## src/rtl/srf_pkg.sv

```systemverilog
// Shared constants for the surrounded region fill block.
package srf_pkg;

    // Default grid bounds
    localparam int MAX_ROWS_DEF = 8;
    localparam int MAX_COLS_DEF = 8;

    // Configuration port shape
    localparam int CFG_IDX_W  = 2;
    localparam int CFG_DATA_W = 4;

    // Width of the emitted row and column fields
    localparam int COORD_W = 3;

    // Register indexes
    localparam logic [CFG_IDX_W-1:0] REG_GRID_ROWS = CFG_IDX_W'(0);
    localparam logic [CFG_IDX_W-1:0] REG_GRID_COLS = CFG_IDX_W'(1);

    // Register reset values
    localparam logic [CFG_DATA_W-1:0] GRID_ROWS_RST = CFG_DATA_W'(8);
    localparam logic [CFG_DATA_W-1:0] GRID_COLS_RST = CFG_DATA_W'(8);

endpackage

```

## src/rtl/surrounded_region_fill.sv

```systemverilog
// Binary hole filling by a queue-driven 4-connected flood, top level.
//
//   Channel  | Ports                                   | Direction | Handshake
//   ---------+-----------------------------------------+-----------+----------------------
//   config   | i_cfg_we, i_cfg_index, i_cfg_data       | in        | write when i_cfg_we
//   cells    | i_in_valid, o_in_stall, i_cell_open     | in        | beat on valid & !stall
//   result   | o_out_valid, i_out_stall, o_result_open,| out       | beat on valid & !stall
//            | o_row_index, o_col_index, o_last_cell   |           |
//
// Cells load at one per cycle. After the last cell the sequencer clears each entry of
// the visited store, scans the grid (read, then check each cell), pops each queued
// cell (read, then take) and probes its four neighbours, checking those in the grid,
// and erases each cell of an enclosed region (read, then write); every step uses the
// single read port of each store. The grid is then emitted cell by cell: read, load, hold.
// Reset is synchronous; no clearing pass follows it, as each flood starts with its own.
// A result stall holds the beat; cells are stalled from the last cell until the final
// result beat has gone.
module surrounded_region_fill #(
    parameter int MAX_ROWS = srf_pkg::MAX_ROWS_DEF,
    parameter int MAX_COLS = srf_pkg::MAX_COLS_DEF
) (
    input  logic                            i_clk,
    input  logic                            i_rst_n,
    input  logic                            i_cfg_we,
    input  logic [srf_pkg::CFG_IDX_W-1:0]   i_cfg_index,
    input  logic [srf_pkg::CFG_DATA_W-1:0]  i_cfg_data,
    input  logic                            i_in_valid,
    output logic                            o_in_stall,
    input  logic                            i_cell_open,
    output logic                            o_out_valid,
    input  logic                            i_out_stall,
    output logic                            o_result_open,
    output logic [srf_pkg::COORD_W-1:0]     o_row_index,
    output logic [srf_pkg::COORD_W-1:0]     o_col_index,
    output logic                            o_last_cell
);

    import srf_pkg::*;

    localparam int CELL_TOTAL = MAX_ROWS * MAX_COLS;
    localparam int AW  = (CELL_TOTAL > 1) ? $clog2(CELL_TOTAL) : 1;
    localparam int RIW = (MAX_ROWS > 1) ? $clog2(MAX_ROWS) : 1;
    localparam int CIW = (MAX_COLS > 1) ? $clog2(MAX_COLS) : 1;
    localparam int ERW = RIW + 1;
    localparam int ECW = CIW + 1;
    localparam int QW  = RIW + CIW;
    localparam int QCW = $clog2(CELL_TOTAL + 1);
    localparam logic [AW-1:0] ADDR_LAST = AW'(CELL_TOTAL - 1);

    // Neighbour order of the flood
    localparam logic [1:0] DIR_UP    = 2'd0;
    localparam logic [1:0] DIR_LEFT  = 2'd1;
    localparam logic [1:0] DIR_DOWN  = 2'd2;
    localparam logic [1:0] DIR_RIGHT = 2'd3;

    typedef enum logic [12:0] {
        S_LOAD     = 13'h0001,
        S_CLEAR    = 13'h0002,
        S_SCAN_RD  = 13'h0004,
        S_SCAN_CHK = 13'h0008,
        S_POP_RD   = 13'h0010,
        S_POP_CHK  = 13'h0020,
        S_NB_RD    = 13'h0040,
        S_NB_CHK   = 13'h0080,
        S_ERASE_RD = 13'h0100,
        S_ERASE_WR = 13'h0200,
        S_OUT_RD   = 13'h0400,
        S_OUT_LD   = 13'h0800,
        S_OUT_HOLD = 13'h1000
    } t_state;

    // Clamp a dimension register to 1..MAX_ROWS
    function automatic logic [ERW-1:0] eff_rows(input logic [CFG_DATA_W-1:0] v);
        int n;
        n = int'(v);
        if (n == 0) n = 1;
        if (n > MAX_ROWS) n = MAX_ROWS;
        return ERW'(n);
    endfunction

    // Clamp a dimension register to 1..MAX_COLS
    function automatic logic [ECW-1:0] eff_cols(input logic [CFG_DATA_W-1:0] v);
        int n;
        n = int'(v);
        if (n == 0) n = 1;
        if (n > MAX_COLS) n = MAX_COLS;
        return ECW'(n);
    endfunction

    // Store address of a cell
    function automatic logic [AW-1:0] cell_addr(input logic [RIW-1:0] r,
                                                input logic [CIW-1:0] c);
        return AW'(int'(r) * MAX_COLS + int'(c));
    endfunction

    t_state                r_state, n_state;
    logic [CFG_DATA_W-1:0] r_grid_rows, n_grid_rows;
    logic [CFG_DATA_W-1:0] r_grid_cols, n_grid_cols;
    logic [RIW-1:0]        r_pos_r, n_pos_r;
    logic [CIW-1:0]        r_pos_c, n_pos_c;
    logic [AW-1:0]         r_clear_addr, n_clear_addr;
    logic [QCW-1:0]        r_head, n_head;
    logic [QCW-1:0]        r_tail, n_tail;
    logic [QCW-1:0]        r_erase, n_erase;
    logic [1:0]            r_dir, n_dir;
    logic                  r_touch, n_touch;
    logic                  r_out_valid, n_out_valid;
    logic [RIW-1:0]        r_cur_r, n_cur_r;
    logic [CIW-1:0]        r_cur_c, n_cur_c;
    logic [RIW-1:0]        r_probe_r, n_probe_r;
    logic [CIW-1:0]        r_probe_c, n_probe_c;
    logic                  r_out_open, n_out_open;
    logic [COORD_W-1:0]    r_out_row, n_out_row;
    logic [COORD_W-1:0]    r_out_col, n_out_col;
    logic                  r_out_last, n_out_last;

    logic [ERW-1:0] rows_eff;
    logic [ECW-1:0] cols_eff;
    logic           pos_col_last, pos_last;
    logic [RIW-1:0] pos_step_r;
    logic [CIW-1:0] pos_step_c;
    logic           nb_ok;
    logic [RIW-1:0] nb_r;
    logic [CIW-1:0] nb_c;
    logic [RIW-1:0] q_r;
    logic [CIW-1:0] q_c;
    logic           q_border;
    logic           in_acc;
    logic           node_end, scan_adv;

    logic           open_we, open_wdata, open_rdata;
    logic [AW-1:0]  open_waddr;
    logic           vis_we, vis_wdata, vis_rdata;
    logic [AW-1:0]  vis_waddr;
    logic [AW-1:0]  rd_addr;
    logic           q_we;
    logic [AW-1:0]  q_waddr, q_raddr;
    logic [QW-1:0]  q_wdata, q_rdata;

    // Stores: loaded grid, flood marks, flood queue (also the member list)
    srf_ram #(.WIDTH(1), .DEPTH(CELL_TOTAL)) u_open_ram (
        .i_clk   (i_clk),
        .i_we    (open_we),
        .i_waddr (open_waddr),
        .i_wdata (open_wdata),
        .i_raddr (rd_addr),
        .o_rdata (open_rdata)
    );

    srf_ram #(.WIDTH(1), .DEPTH(CELL_TOTAL)) u_vis_ram (
        .i_clk   (i_clk),
        .i_we    (vis_we),
        .i_waddr (vis_waddr),
        .i_wdata (vis_wdata),
        .i_raddr (rd_addr),
        .o_rdata (vis_rdata)
    );

    srf_ram #(.WIDTH(QW), .DEPTH(CELL_TOTAL)) u_queue_ram (
        .i_clk   (i_clk),
        .i_we    (q_we),
        .i_waddr (q_waddr),
        .i_wdata (q_wdata),
        .i_raddr (q_raddr),
        .o_rdata (q_rdata)
    );

    // Grid size and raster walk position
    assign rows_eff     = eff_rows(r_grid_rows);
    assign cols_eff     = eff_cols(r_grid_cols);
    assign pos_col_last = ({1'b0, r_pos_c} + ECW'(1)) == cols_eff;
    assign pos_last     = pos_col_last && (({1'b0, r_pos_r} + ERW'(1)) == rows_eff);
    assign pos_step_c   = pos_col_last ? '0 : r_pos_c + CIW'(1);
    assign pos_step_r   = pos_col_last ? r_pos_r + RIW'(1) : r_pos_r;

    assign in_acc = i_in_valid && !o_in_stall;

    // Popped queue entry and whether it lies on the grid border
    assign q_r      = q_rdata[QW-1:CIW];
    assign q_c      = q_rdata[CIW-1:0];
    assign q_border = (q_r == '0) || (({1'b0, q_r} + ERW'(1)) >= rows_eff) ||
                      (q_c == '0) || (({1'b0, q_c} + ECW'(1)) >= cols_eff);

    // Neighbour under test and whether it lies inside the grid
    always_comb begin
        nb_r  = r_cur_r;
        nb_c  = r_cur_c;
        nb_ok = 1'b0;
        case (r_dir)
            DIR_UP: begin
                nb_ok = (r_cur_r != '0);
                nb_r  = r_cur_r - RIW'(1);
            end
            DIR_LEFT: begin
                nb_ok = (r_cur_c != '0);
                nb_c  = r_cur_c - CIW'(1);
            end
            DIR_DOWN: begin
                nb_ok = ({1'b0, r_cur_r} + ERW'(1)) < rows_eff;
                nb_r  = r_cur_r + RIW'(1);
            end
            default: begin
                nb_ok = ({1'b0, r_cur_c} + ECW'(1)) < cols_eff;
                nb_c  = r_cur_c + CIW'(1);
            end
        endcase
    end

    // Sequencer
    always_comb begin
        n_state      = r_state;
        n_grid_rows  = r_grid_rows;
        n_grid_cols  = r_grid_cols;
        n_pos_r      = r_pos_r;
        n_pos_c      = r_pos_c;
        n_clear_addr = r_clear_addr;
        n_head       = r_head;
        n_tail       = r_tail;
        n_erase      = r_erase;
        n_dir        = r_dir;
        n_touch      = r_touch;
        n_out_valid  = r_out_valid;
        n_cur_r      = r_cur_r;
        n_cur_c      = r_cur_c;
        n_probe_r    = r_probe_r;
        n_probe_c    = r_probe_c;
        n_out_open   = r_out_open;
        n_out_row    = r_out_row;
        n_out_col    = r_out_col;
        n_out_last   = r_out_last;

        rd_addr    = cell_addr(r_pos_r, r_pos_c);
        open_we    = 1'b0;
        open_waddr = cell_addr(r_pos_r, r_pos_c);
        open_wdata = i_cell_open;
        vis_we     = 1'b0;
        vis_waddr  = cell_addr(r_pos_r, r_pos_c);
        vis_wdata  = 1'b1;
        q_we       = 1'b0;
        q_waddr    = r_tail[AW-1:0];
        q_wdata    = {r_pos_r, r_pos_c};
        q_raddr    = r_head[AW-1:0];
        node_end   = 1'b0;
        scan_adv   = 1'b0;

        case (r_state)
            // Store each cell beat; the last one starts the flood
            S_LOAD: begin
                if (in_acc) begin
                    open_we = 1'b1;
                    if (pos_last) begin
                        n_pos_r      = '0;
                        n_pos_c      = '0;
                        n_clear_addr = '0;
                        n_state      = S_CLEAR;
                    end else begin
                        n_pos_r = pos_step_r;
                        n_pos_c = pos_step_c;
                    end
                end
            end
            // Wipe the visited marks, one entry a cycle
            S_CLEAR: begin
                vis_we       = 1'b1;
                vis_waddr    = r_clear_addr;
                vis_wdata    = 1'b0;
                n_clear_addr = r_clear_addr + AW'(1);
                if (r_clear_addr == ADDR_LAST) begin
                    n_state = S_SCAN_RD;
                end
            end
            S_SCAN_RD: begin
                n_state = S_SCAN_CHK;
            end
            // Seed a region at an open, unvisited cell
            S_SCAN_CHK: begin
                if (open_rdata && !vis_rdata) begin
                    vis_we  = 1'b1;
                    q_we    = 1'b1;
                    q_waddr = '0;
                    n_head  = '0;
                    n_tail  = QCW'(1);
                    n_touch = 1'b0;
                    n_state = S_POP_RD;
                end else begin
                    scan_adv = 1'b1;
                end
            end
            S_POP_RD: begin
                n_head  = r_head + QCW'(1);
                n_state = S_POP_CHK;
            end
            // Take the popped cell and note a border hit
            S_POP_CHK: begin
                n_cur_r = q_r;
                n_cur_c = q_c;
                n_touch = r_touch || q_border;
                n_dir   = DIR_UP;
                n_state = S_NB_RD;
            end
            // Probe the next neighbour, skip those off the grid
            S_NB_RD: begin
                rd_addr   = cell_addr(nb_r, nb_c);
                n_probe_r = nb_r;
                n_probe_c = nb_c;
                if (nb_ok) begin
                    n_state = S_NB_CHK;
                end else if (r_dir == DIR_RIGHT) begin
                    node_end = 1'b1;
                end else begin
                    n_dir = r_dir + 2'd1;
                end
            end
            // Queue the neighbour if open and not yet visited
            S_NB_CHK: begin
                if (open_rdata && !vis_rdata) begin
                    vis_we    = 1'b1;
                    vis_waddr = cell_addr(r_probe_r, r_probe_c);
                    q_we      = 1'b1;
                    q_wdata   = {r_probe_r, r_probe_c};
                    n_tail    = r_tail + QCW'(1);
                end
                if (r_dir == DIR_RIGHT) begin
                    node_end = 1'b1;
                end else begin
                    n_dir   = r_dir + 2'd1;
                    n_state = S_NB_RD;
                end
            end
            S_ERASE_RD: begin
                q_raddr = r_erase[AW-1:0];
                n_erase = r_erase + QCW'(1);
                n_state = S_ERASE_WR;
            end
            // Close one member of an enclosed region
            S_ERASE_WR: begin
                open_we    = 1'b1;
                open_waddr = cell_addr(q_r, q_c);
                open_wdata = 1'b0;
                if (r_erase == r_tail) begin
                    scan_adv = 1'b1;
                end else begin
                    n_state = S_ERASE_RD;
                end
            end
            S_OUT_RD: begin
                n_state = S_OUT_LD;
            end
            // Load the result register
            S_OUT_LD: begin
                n_out_valid = 1'b1;
                n_out_open  = open_rdata;
                n_out_row   = COORD_W'(r_pos_r);
                n_out_col   = COORD_W'(r_pos_c);
                n_out_last  = pos_last;
                n_state     = S_OUT_HOLD;
            end
            // Hold the beat until taken
            S_OUT_HOLD: begin
                if (!i_out_stall) begin
                    n_out_valid = 1'b0;
                    if (r_out_last) begin
                        n_pos_r = '0;
                        n_pos_c = '0;
                        n_state = S_LOAD;
                    end else begin
                        n_pos_r = pos_step_r;
                        n_pos_c = pos_step_c;
                        n_state = S_OUT_RD;
                    end
                end
            end
            default: begin
                n_state = S_LOAD;
            end
        endcase

        // Finish a queued cell: pop the next or close out the region
        if (node_end) begin
            if (r_head < n_tail) begin
                n_state = S_POP_RD;
            end else if (!r_touch) begin
                n_erase = '0;
                n_state = S_ERASE_RD;
            end else begin
                scan_adv = 1'b1;
            end
        end

        // Advance the scan, or move on to emission
        if (scan_adv) begin
            if (pos_last) begin
                n_pos_r = '0;
                n_pos_c = '0;
                n_state = S_OUT_RD;
            end else begin
                n_pos_r = pos_step_r;
                n_pos_c = pos_step_c;
                n_state = S_SCAN_RD;
            end
        end

        // Register writes restart loading
        if (i_cfg_we) begin
            if (i_cfg_index == REG_GRID_ROWS) begin
                n_grid_rows = i_cfg_data;
                n_pos_r     = '0;
                n_pos_c     = '0;
            end else if (i_cfg_index == REG_GRID_COLS) begin
                n_grid_cols = i_cfg_data;
                n_pos_r     = '0;
                n_pos_c     = '0;
            end
        end
    end

    // Control registers
    always_ff @(posedge i_clk) begin
        if (!i_rst_n) begin
            r_state      <= S_LOAD;
            r_grid_rows  <= GRID_ROWS_RST;
            r_grid_cols  <= GRID_COLS_RST;
            r_pos_r      <= '0;
            r_pos_c      <= '0;
            r_clear_addr <= '0;
            r_head       <= '0;
            r_tail       <= '0;
            r_erase      <= '0;
            r_dir        <= DIR_UP;
            r_touch      <= 1'b0;
            r_out_valid  <= 1'b0;
        end else begin
            r_state      <= n_state;
            r_grid_rows  <= n_grid_rows;
            r_grid_cols  <= n_grid_cols;
            r_pos_r      <= n_pos_r;
            r_pos_c      <= n_pos_c;
            r_clear_addr <= n_clear_addr;
            r_head       <= n_head;
            r_tail       <= n_tail;
            r_erase      <= n_erase;
            r_dir        <= n_dir;
            r_touch      <= n_touch;
            r_out_valid  <= n_out_valid;
        end
    end

    // Payload registers
    always_ff @(posedge i_clk) begin
        r_cur_r    <= n_cur_r;
        r_cur_c    <= n_cur_c;
        r_probe_r  <= n_probe_r;
        r_probe_c  <= n_probe_c;
        r_out_open <= n_out_open;
        r_out_row  <= n_out_row;
        r_out_col  <= n_out_col;
        r_out_last <= n_out_last;
    end

    assign o_in_stall    = (r_state != S_LOAD);
    assign o_out_valid   = r_out_valid;
    assign o_result_open = r_out_open;
    assign o_row_index   = r_out_row;
    assign o_col_index   = r_out_col;
    assign o_last_cell   = r_out_last;

endmodule

```

## src/rtl/srf_ram.sv

```systemverilog
// Generic single-write, single-read RAM with registered read data.
module srf_ram #(
    parameter int WIDTH = 1,
    parameter int DEPTH = 2
) (
    input  logic                                     i_clk,
    input  logic                                     i_we,
    input  logic [((DEPTH > 1) ? $clog2(DEPTH) : 1)-1:0] i_waddr,
    input  logic [WIDTH-1:0]                         i_wdata,
    input  logic [((DEPTH > 1) ? $clog2(DEPTH) : 1)-1:0] i_raddr,
    output logic [WIDTH-1:0]                         o_rdata
);

    logic [WIDTH-1:0] r_mem [DEPTH];
    logic [WIDTH-1:0] r_rdata;

    // Write one entry, read one entry a cycle
    always_ff @(posedge i_clk) begin
        if (i_we) begin
            r_mem[i_waddr] <= i_wdata;
        end
        r_rdata <= r_mem[i_raddr];
    end

    assign o_rdata = r_rdata;

endmodule

```

## config.mk

```make
export PLATFORM = sky130hd
export DESIGN_NAME = surrounded_region_fill
export DESIGN_NICKNAME = d
export VERILOG_FILES = /design/src/rtl/srf_pkg.sv /design/src/rtl/surrounded_region_fill.sv /design/src/rtl/srf_ram.sv
export SDC_FILE = /design/constraint.sdc
export NUM_CORES = 1
export LEC_CHECK = 0
export BUFFER_PORTS_ARGS = -buffer_cell sky130_fd_sc_hd__clkbuf_2
export CORE_AREA = 2 2 335 271
export DETAILED_ROUTE_END_ITERATION = 8
export DIE_AREA = 0 0 337 273
export SLEW_MARGIN = 15
export SYNTH_ARGS = -nofsm -noshare
export SYNTH_HDL_FRONTEND = slang
export SYNTH_SLANG_ARGS = --single-unit
```

## constraint.sdc

```tcl
create_clock -name i_clk -period 8.66 [get_ports i_clk]
set_input_delay 0.866 -clock i_clk [delete_from_list [all_inputs] [get_ports i_clk]]
set_output_delay 0.866 -clock i_clk [all_outputs]
set_load 0.02 [all_outputs]
```

==> results_dict.tcl, run 1 <==
set metrics [dict create \
    result_of_the_run "complete, no violations" \
    place_area_um2 27800 \
    pwr-share-comb_pct 1.6 \
    coreArea_um2 88700 \
    worst_setup_path_end_kind "register" \
    antenna_found_initial 2 \
    top_level_ports 22 \
    drcViolationCount 0 \
    cell_row_count 98 \
    sequentialPowerShare_pct 51.7 \
    layout-drive-gt1-share_pct 7.87 \
    worst_r2r_path_depth 17 \
    totalNegativeSetupSlack_ps 0 \
    drt_iter0_markers 1926 \
    fillers 8752 \
    buffer_ports.inserted 21 \
    internal_power_consumption_uw 4790 \
    nets 2315 \
    initial_utilization_pct 29.8 \
    dp_worst_setup_slack_ps 4370 \
    vdd_ir_drop_max_mv 0.127 \
    postSynthCellCount 2251 \
    final_critical_path_setup_slack_ps 4250 \
    grt_max_degree 140 \
    maximum_operating_frequency_mhz 227 \
    finalClockSkew_ps 32.0 \
    mapped_area_um2 26400 \
    synthesized_netlist_net_count 2306 \
    antenna_violating_nets_post_route 0 \
    hpwlAfterDp_um 42400 \
    grt_first_pass_wirelength_um 103000 \
    die_height_um 273 \
    die_w_um 337 \
    relSlewSlack_pct 19.9 \
    vias_per_cell 5.04 \
    grt_overflow_total 0 \
    whs_path_depth 0 \
    cts_post_setup_buffers_inserted 0 \
    clkSinkCount 598 \
    synthArstFlopShare_pct 0 \
    timing.critical_path.required_ps 9140 \
    report.final.setup_viol 0 \
    clock_tree.root_cell "sky130_fd_sc_hd__clkbuf_16" \
    hold_fails_final_rpt 0 \
    holdCritPathClass "register to register" \
    first_global_vias 16500 \
    dieArea_um2 92000 \
    drt-pass1-iter-count 7 \
    synth_cell_type_count 80 \
    period_needed_ps 4410 \
    vias 17700 \
    synth_area_per_cell_um2 11.7 \
    cts_resizes 0 \
    clk_pin_slew_ps 60 \
    criticalPathCategory "register to register" \
    finalWeightedCongestion 0.865 \
    clock_path_buffers 3 \
    final-max-slew-violation-count 0 \
    synthDominantCellAreaShare_pct 60.5 \
    layout_commonest_cell "sky130_fd_sc_hd__edfxtp_1" \
    grt_setup_unrepaired "false" \
    clk_latency_ps 610 \
    power.density_cell_area_nw_per_um2 201 \
    crit_path_start_kind "register" \
    number_of_flops_mapped_to_enable_cells_by_yosys 532 \
    ctsHtreeMaxLevel 3 \
    layout.cells.most_common_list "sky130_fd_sc_hd__edfxtp_1, sky130_fd_sc_hd__nand2_1, sky130_fd_sc_hd__nor2_1" \
    area_growth_pct 13.5 \
    power.share.clock_pct 46.7 \
    cts-hold-fix-buffers 0 \
    routed_wl_um 68300 \
    cts_buffers 67 \
    synthDominantAreaCellType "sky130_fd_sc_hd__edfxtp_1" \
    synth_warnings 0 \
    power.share.switching_pct 20.6 \
    track_usage_pct 14.7 \
    routed_wire_length_per_instance_um 19.4 \
    ys_ff_latch 598 \
    power.static_leakage_uw 0.0105 \
    timing.critical_path.arrival_ps 4890 \
    post-route-cell-area_um2 29900 \
    tritoncts_clock_tree "built" \
    crit_path_max_fanout 9 \
    netlist_top_cells_area "sky130_fd_sc_hd__edfxtp_1, sky130_fd_sc_hd__nand2_1, sky130_fd_sc_hd__dfxtp_1, sky130_fd_sc_hd__nor2_1, sky130_fd_sc_hd__mux2i_1" \
    dominantRegCellSynth "sky130_fd_sc_hd__edfxtp_1" \
    drv_cap 0 \
    min_period_over_period_pct 50.9 \
    switching_power_uw 1240 \
    tightest_slew_ps 1200 \
    yosysSeqAreaShare_pct 65.6 \
]
[registers in the layout, summed over array words and instances, names as in the netlist, 2 cells and up]
register,cells
r_tail,7
r_pos_r,3
r_head,7
o_row_index,3
r_clear_addr,6
u_queue_ram.r_mem,384
r_probe_r,3
u_queue_ram.o_rdata,6
r_pos_c,3
r_erase,7
o_col_index,3
r_grid_rows,4
r_probe_c,3
r_dir,2
r_grid_cols,4
r_cur_r,3
r_state,13
r_cur_c,3
u_vis_ram.r_mem,64
u_open_ram.r_mem,64
[area by class of cell]
type                       instances  area [um^2]  share of cell area (%)
clock buffer                      92         1840                    6.15
multi-input combinational       1517         8560                    28.6
inverter                          31          116                   0.389
clock inverter                    31          320                    1.07
timing repair buffer              45          298                   0.995
sequential                       598        17300                    57.8
antenna                            1         2.50                 0.00836
tap                             1200         1500                    5.01
[power by group through the flow]
stage	logic, uW	registers (uW)	clock network [uW]
after detailed placement	96.2	3180	0
final	96.7	3120	2820
after CTS	96.5	3120	2870
after global placement	95.2	3180	0
after global routing	106	3120	2970
after floorplan	61.8	3180	0
[per-layer routing]
metal,up-vias,routed length (um),global-route usage [%]
met5,-,13,0
met4,2,1600,4.11
met3,117,5780,4.18
met2,609,29500,21.6
met1,8703,31400,21.0
li1,8286,-,-
[critical path, stage by stage (launching register included)]
cell and delay (ps):
sky130_fd_sc_hd__dfxtp_1 380, sky130_fd_sc_hd__nor3_4 350, sky130_fd_sc_hd__and3_1 330, sky130_fd_sc_hd__nand2_1 120
sky130_fd_sc_hd__nor2_1 250, sky130_fd_sc_hd__and3_1 340, sky130_fd_sc_hd__nand4_1 140, sky130_fd_sc_hd__xnor2_1 170
sky130_fd_sc_hd__nand2_1 100, sky130_fd_sc_hd__ha_1 310, sky130_fd_sc_hd__and4_1 180, sky130_fd_sc_hd__o21ai_0 80
sky130_fd_sc_hd__o31ai_1 490, sky130_fd_sc_hd__o211ai_1 200, sky130_fd_sc_hd__o21a_1 320, sky130_fd_sc_hd__and3b_1 270
sky130_fd_sc_hd__a32oi_1 150, sky130_fd_sc_hd__o21ai_1 80
[cell usage after synthesis (26+ instances only)]
cell type                  count
sky130_fd_sc_hd__clkbuf_1     41
sky130_fd_sc_hd__o22ai_1      29
sky130_fd_sc_hd__mux2i_1      89
sky130_fd_sc_hd__nand2_1     467
sky130_fd_sc_hd__a32oi_1      26
sky130_fd_sc_hd__dfxtp_1      66
sky130_fd_sc_hd__nor2_1      272
sky130_fd_sc_hd__nand3_1     141
sky130_fd_sc_hd__buf_2        49
sky130_fd_sc_hd__edfxtp_1    532
sky130_fd_sc_hd__o21ai_0      43
sky130_fd_sc_hd__a21oi_1      55
sky130_fd_sc_hd__ha_1         41
sky130_fd_sc_hd__nand4_1      46
sky130_fd_sc_hd__inv_1        28
sky130_fd_sc_hd__a31oi_1      43
[logic make-up after synthesis]
| group | synth area share (%) |
|---|---|
| compound gates | 7.23 |
| xor+xnor | 1.22 |
| fa+ha+maj | 2.10 |
| buf+inv | 2.30 |
| flops | 65.6 |
| mux | 3.59 |
| simple gates | 18.0 |
[stage by stage]
stage | hold slack (ps) | total power [uW] | std cells | util, %
finish | 452 | 6030 | 3515 | 33.8
floorplan | 401 | 3240 | 2251 | -
global route | 469 | 6190 | 3514 | 33.8
detailed placement | 415 | 3280 | 3391 | 31.3
global placement | 405 | 3280 | 3391 | 31.3
CTS | 452 | 6080 | 3514 | 33.8
[path summary, 6_finish.rpt]
check	endpoint	slack (ps)	startpoint
worst max-delay path	r_pos_c[2]$_SDFF_PN0_	4250	r_state[5]$_SDFF_PP0_
worst min-delay path	o_result_open$_DFFE_PP_	450	u_open_ram.o_rdata$_DFF_P_
worst max register to register	r_pos_c[2]$_SDFF_PN0_	4250	r_state[5]$_SDFF_PP0_
worst min register to register	o_result_open$_DFFE_PP_	450	u_open_ram.o_rdata$_DFF_P_
No activity file was read; power rests on OpenSTA's default activity.
==> inputs of run 2 (changes only) <==
==> constraint.sdc (replaced) <==
create_clock -name i_clk -period 4.1 [get_ports i_clk]
set_input_delay 0.41 -clock i_clk [delete_from_list [all_inputs] [get_ports i_clk]]
set_output_delay 0.41 -clock i_clk [all_outputs]
set_load 0.02 [all_outputs]
==> run 2 against run 1 <==
  * Hold slack worse by 390 ps
  * Critical path type unchanged
  * Highest routed layer unchanged
  * Combinational power up 130%
  * Worst setup slack worse by 4000 ps
  * Fmax up 13%
==> results_dict.tcl, run 2 (same netlist as run 1, synthesis figures left out) <==
set metrics [dict create \
    antenna_violating_nets_post_route 0 \
    cts-hold-fix-buffers 0 \
    cell_row_count 98 \
    tightest_slew_ps 1110 \
    antenna_found_initial 2 \
    clk_latency_ps 610 \
    area_growth_pct 14.3 \
    initial_utilization_pct 29.8 \
    placedCellCount 3436 \
    worst_r2r_path_depth 9 \
    register_containing_the_most_flip_flops_in_the_final_layout "u_queue_ram.r_mem" \
    sequentialPowerShare_pct 53.5 \
    hpwlAfterDp_um 45300 \
    min_period_over_period_pct 95.1 \
    tritoncts_clock_tree "built" \
    drt_iter0_markers 2049 \
    vdd_ir_drop_max_mv 0.249 \
    die_w_um 337 \
    top_level_ports 22 \
    cts_resizes 0 \
    drcViolationCount 0 \
    worst_setup_path_end_kind "register" \
    final_critical_path_setup_slack_ps 202 \
    hold_fails_final_rpt 0 \
    grt_first_pass_wirelength_um 105000 \
    clk_pin_slew_ps 60 \
    report.final.setup_viol 0 \
    holdCritPathClass "primary input to register" \
    dieArea_um2 92000 \
    final-max-slew-violation-count 0 \
    dp_worst_setup_slack_ps 180 \
    largest_registers "u_queue_ram.r_mem x384, u_open_ram.r_mem x64, u_vis_ram.r_mem x64" \
    cts_buffers 66 \
    pwr-share-comb_pct 1.8 \
    cts_post_setup_buffers_inserted 0 \
    power.density_cell_area_nw_per_um2 408 \
    timing.critical_path.required_ps 4580 \
    power.share.clock_pct 44.7 \
    vias 17900 \
    routed_wl_um 69200 \
    grt_overflow_total 0 \
    post-route-cell-area_um2 30100 \
    power.share.switching_pct 20.9 \
    routed_wire_length_per_instance_um 19.5 \
    grt_max_degree 68 \
    vias_per_cell 5.03 \
    num_antenna_cells 0 \
    layout-drive-gt1-share_pct 9.52 \
    layout.cells.most_common_list "sky130_fd_sc_hd__edfxtp_1, sky130_fd_sc_hd__nand2_1, sky130_fd_sc_hd__nor2_1" \
    clock_tree.root_cell "sky130_fd_sc_hd__clkbuf_16" \
    buffer_ports.inserted 21 \
    largest_register_ffs 384 \
    criticalPathCategory "register to register" \
    power.static_leakage_uw 0.0106 \
    crit_path_start_kind "register" \
    result_of_the_run "complete, no violations" \
    layout.cells.non_filler 3554 \
    first_global_vias 16800 \
    layout_commonest_cell "sky130_fd_sc_hd__edfxtp_1" \
    totalNegativeSetupSlack_ps 0 \
    drv_cap 0 \
    die_height_um 273 \
    nets 2359 \
    postLayoutCoreUtil_pct 34.0 \
    clock_path_buffers 3 \
    timing.critical_path.arrival_ps 4380 \
    finalClockSkew_ps 27.4 \
    whs_path_depth 3 \
    internal_power_consumption_uw 9730 \
    coreArea_um2 88700 \
    maximum_operating_frequency_mhz 257 \
    drt-pass1-iter-count 6 \
    switching_power_uw 2570 \
    ctsHtreeMaxLevel 3 \
    clkSinkCount 598 \
    crit_path_max_fanout 11 \
    finalWeightedCongestion 0.862 \
    relSlewSlack_pct 25.9 \
    grt_setup_unrepaired "false" \
    period_needed_ps 3900 \
    track_usage_pct 14.9 \
    place_area_um2 28200 \
]
run 2: changes by cell type in the layout (fill, tap and decap cells not counted), moves of 4 or more:
cell                        before  now
sky130_fd_sc_hd__buf_12          1    6
sky130_fd_sc_hd__buf_4          23   63
sky130_fd_sc_hd__bufinv_16       5    1
sky130_fd_sc_hd__clkbuf_8        5    0
sky130_fd_sc_hd__clkinv_2        8   12
run 2: final timing paths:
kind	startpoint	end	slack (ps)
hold / removal	i_cfg_data[1]	r_grid_cols[1]$_SDFFE_PN0P_	70
setup / recovery	r_state[2]$_SDFF_PN0_	u_queue_ram.o_rdata[3]$_DFF_P_	200
setup reg to reg	r_state[2]$_SDFF_PN0_	u_queue_ram.o_rdata[3]$_DFF_P_	200
hold reg to reg	u_open_ram.o_rdata$_DFF_P_	o_result_open$_DFFE_PP_	450
run 2: layout make-up:
cell class	count	area (um^2)
fill	8700	58500
sequential	598	17300
multi-input combinational	1517	8580
clock buffer	87	1750
tap	1200	1500
timing repair buffer	90	698
clock inverter	31	208
inverter	31	116
run 2: per-layer routing:
metal / up-vias / GRT usage (%) / routed length (um)
li1: 8368 / - / -
met1: 8801 / 22.3 / 32900
met2: 611 / 21.5 / 29300
met3: 106 / 3.19 / 5490
met4: 2 / 4.34 / 1540
met5: - / 0 / 14
run 2: metrics by stage:
step                      total power (uW)  hold WS [ps]
after CTS                            12400          36.9
after global placement                6930           404
final                                12300          66.9
after global routing                 12600          81.2
after floorplan                       6840           401
after detailed placement              6940           407
run 2: power groups by stage:
stage | registers, uW | logic (uW) | clock network [uW]
floorplan | 6710 | 131 | 0
global placement | 6720 | 218 | 0
detailed placement | 6720 | 219 | 0
CTS | 6590 | 220 | 5600
global route | 6590 | 240 | 5820
finish | 6590 | 218 | 5500
run 2: worst max-delay path, stage by stage (launching register included):
cell and delay (ps):
sky130_fd_sc_hd__dfxtp_1 390, sky130_fd_sc_hd__nor3_2 380, sky130_fd_sc_hd__nand4_1 550, sky130_fd_sc_hd__buf_4 370
sky130_fd_sc_hd__a31oi_2 640, sky130_fd_sc_hd__buf_4 290, sky130_fd_sc_hd__o22ai_1 110, sky130_fd_sc_hd__o21ai_0 600
sky130_fd_sc_hd__o2111a_1 340, sky130_fd_sc_hd__nand4_1 100
==> inputs of run 3 (changes only) <==
--- a/config.mk
+++ b/config.mk
@@ -6,9 +6,10 @@
 export NUM_CORES = 1
 export LEC_CHECK = 0
 export BUFFER_PORTS_ARGS = -buffer_cell sky130_fd_sc_hd__clkbuf_2
-export CORE_AREA = 2 2 335 271
+export CORE_AREA = 2 2 260 211
 export DETAILED_ROUTE_END_ITERATION = 8
-export DIE_AREA = 0 0 337 273
+export DIE_AREA = 0 0 262 213
+export PLACE_DENSITY = 0.7
 export SLEW_MARGIN = 15
 export SYNTH_ARGS = -nofsm -noshare
 export SYNTH_HDL_FRONTEND = slang
==> run 3 against run 2 <==
  * Core utilization rose by 21 points
  * Clock-buffer cell count is 19 lower
  * Register-to-register slack better by 40 ps
==> results_dict.tcl, run 3 (same netlist as run 1, synthesis figures left out) <==
set metrics [dict create \
    result_of_the_run "complete, no violations" \
    power.share.switching_pct 20.4 \
    drcViolationCount 0 \
    hold_fails_final_rpt 0 \
    tightest_slew_ps 911 \
    layout_commonest_cell "sky130_fd_sc_hd__edfxtp_1" \
    switching_power_uw 2510 \
    internal_power_consumption_uw 9790 \
    post-route-cell-area_um2 29500 \
    multi_input_comb_area_um2 8570 \
    final.hold.worst_slack_ps 45.3 \
    fillers 4359 \
    power.static_leakage_uw 0.0106 \
    critical_path_buf_inv_count 0 \
    worst_path_dominant_cell_family "simple AND/OR/NAND/NOR gates" \
    crit_path_max_fanout 9 \
    clk_latency_ps 640 \
    clock_path_buffers 3 \
    sequentialPowerShare_pct 53.5 \
    die_height_um 213 \
    crit_path_start_kind "register" \
    buffer_ports.inserted 21 \
    worst_setup_path_end_kind "register" \
    layout-drive-gt1-share_pct 9.68 \
    track_usage_pct 23.6 \
    hpwlAfterDp_um 42800 \
    first_global_vias 17400 \
    vias_per_cell 6.00 \
    timing.critical_path.required_ps 4590 \
    largest_registers "u_queue_ram.r_mem x384, u_open_ram.r_mem x64, u_vis_ram.r_mem x64" \
    cell_row_count 76 \
    drv_cap 0 \
    min_period_over_period_pct 94.2 \
    cts-hold-fix-buffers 0 \
    initial_utilization_pct 49.6 \
    report.final.setup_viol 0 \
    grt_max_degree 90 \
    clock_tree.root_cell "sky130_fd_sc_hd__clkbuf_16" \
    power.share.clock_pct 44.7 \
    cts_buffers 58 \
    sequential_cell_area_um2 17300 \
    dp_worst_setup_slack_ps 161 \
    routed_wl_um 65600 \
    largest_stage_delay_on_the_critical_path_ps 370 \
    final-max-slew-violation-count 0 \
    relSlewSlack_pct 39.3 \
    power.density_cell_area_nw_per_um2 417 \
    register_containing_the_most_flip_flops_in_the_final_layout "u_queue_ram.r_mem" \
    nets 2352 \
    die_w_um 262 \
    vdd_ir_drop_max_mv 0.338 \
    critical_path.slowest_cell "sky130_fd_sc_hd__dfxtp_1" \
    clk_pin_slew_ps 70 \
    placedCellCount 2939 \
    antenna_violating_nets_post_route 0 \
    antenna_found_initial 0 \
    criticalPathCategory "register to register" \
    layout.cells.non_filler 3048 \
    vias 18300 \
    pwr-share-comb_pct 1.8 \
    routed_wire_length_per_instance_um 21.5 \
    ctsHtreeMaxLevel 2 \
    drt-pass1-iter-count 8 \
    top_level_ports 22 \
    coreArea_um2 53300 \
    grt_overflow_total 0 \
    final_critical_path_setup_slack_ps 240 \
    dieArea_um2 55800 \
    layout.cells.most_common_list "sky130_fd_sc_hd__edfxtp_1, sky130_fd_sc_hd__nand2_1, sky130_fd_sc_hd__nor2_1" \
    period_needed_ps 3860 \
    area_growth_pct 11.9 \
    maximum_operating_frequency_mhz 259 \
    critical_path_cell_by_cell "nor3_2 -> and3_1 -> nand2_1 -> nor2_1 -> and3_1 -> nand4_1 -> xnor2_1 -> nand2_1 -> ha_1 -> and4_1 -> o21ai_0 -> o31ai_2 -> o211ai_1 -> o21a_2 -> and3b_1 -> a32oi_1 -> o21ai_1" \
    timing.critical_path.arrival_ps 4350 \
    grt_first_pass_wirelength_um 100000 \
    clkSinkCount 598 \
    num_antenna_cells 0 \
    place_area_um2 27500 \
    grt_setup_unrepaired "true" \
    finalWeightedCongestion 0.946 \
    holdCritPathClass "primary input to register" \
    tritoncts_clock_tree "built" \
    drt_iter0_markers 2216 \
    largest_register_ffs 384 \
    finalClockSkew_ps 27.5 \
]
## run 3: cell count changes in the layout (fill, tap and decap cells not counted), sizes merged
cell,before,now
inv,37,32
clkbuf,108,89
bufinv,1,8
clkinv,23,26
clkinvlp,1,6
buf,69,70
## run 3: path summary, 6_finish.rpt
path	from	to	slack, ps	depth (start not counted)
setup / recovery	r_state[8]$_SDFF_PP0_	r_pos_c[2]$_SDFF_PN0_	240	17
hold / removal	i_cfg_data[1]	r_grid_cols[1]$_SDFFE_PN0P_	50	3
setup reg to reg	r_state[8]$_SDFF_PP0_	r_pos_c[2]$_SDFF_PN0_	240	17
hold reg to reg	u_open_ram.o_rdata$_DFF_P_	o_result_open$_DFFE_PP_	430	0
## run 3: layout make-up
cell class              count  share of cell area, %
well taps                 702                   2.98
clock buffers              68                   5.11
clock inverters            41                   1.53
multi-input cells        1517                   29.0
repair buffers             91                   2.35
inverters                  31                  0.394
flip-flops and latches    598                   58.6
## run 3: per-stage QoR
stage | utilization [%] | total power, uW | TNS [ps]
3_5_place_dp | 51.7 | 6940 | 0
5_1_grt | 55.4 | 12600 | -28.5
6_report | 55.4 | 12300 | 0
4_1_cts | 55.4 | 12400 | 0
2_1_floorplan | - | 6840 | 0
3_3_place_gp | 51.7 | 6930 | 0
## run 3: tightest hold or removal path: cells and delay by family
| family | cells | cell delay [ps] |
|---|---|---|
| simple gates | 1 | 80 |
| buf+inv | 1 | 90 |
| mux | 1 | 60 |
## run 3: timing repair
| action | 4_1_cts | 5_1_grt |
|---|---|---|
| endpoints found under the setup margin | 0 | 4 |
| gates resized for setup | 0 | 3 |
| buffers inserted | 0 | 0 |
## run 3: layer usage
metal / global-route usage [%] / part of all wire [%]
met4: 7.07 / 2.5
met2: 34.5 / 43
met3: 5.97 / 11
met5: 0 / 0
met1: 34.8 / 44
## run 3: power by group through the flow
stage	Sequential (uW)	Clock [uW]	Combinational [uW]
floorplan	6710	0	131
global placement	6720	0	211
detailed placement	6720	0	217
CTS	6590	5580	218
global route	6580	5800	239
finish	6590	5500	219
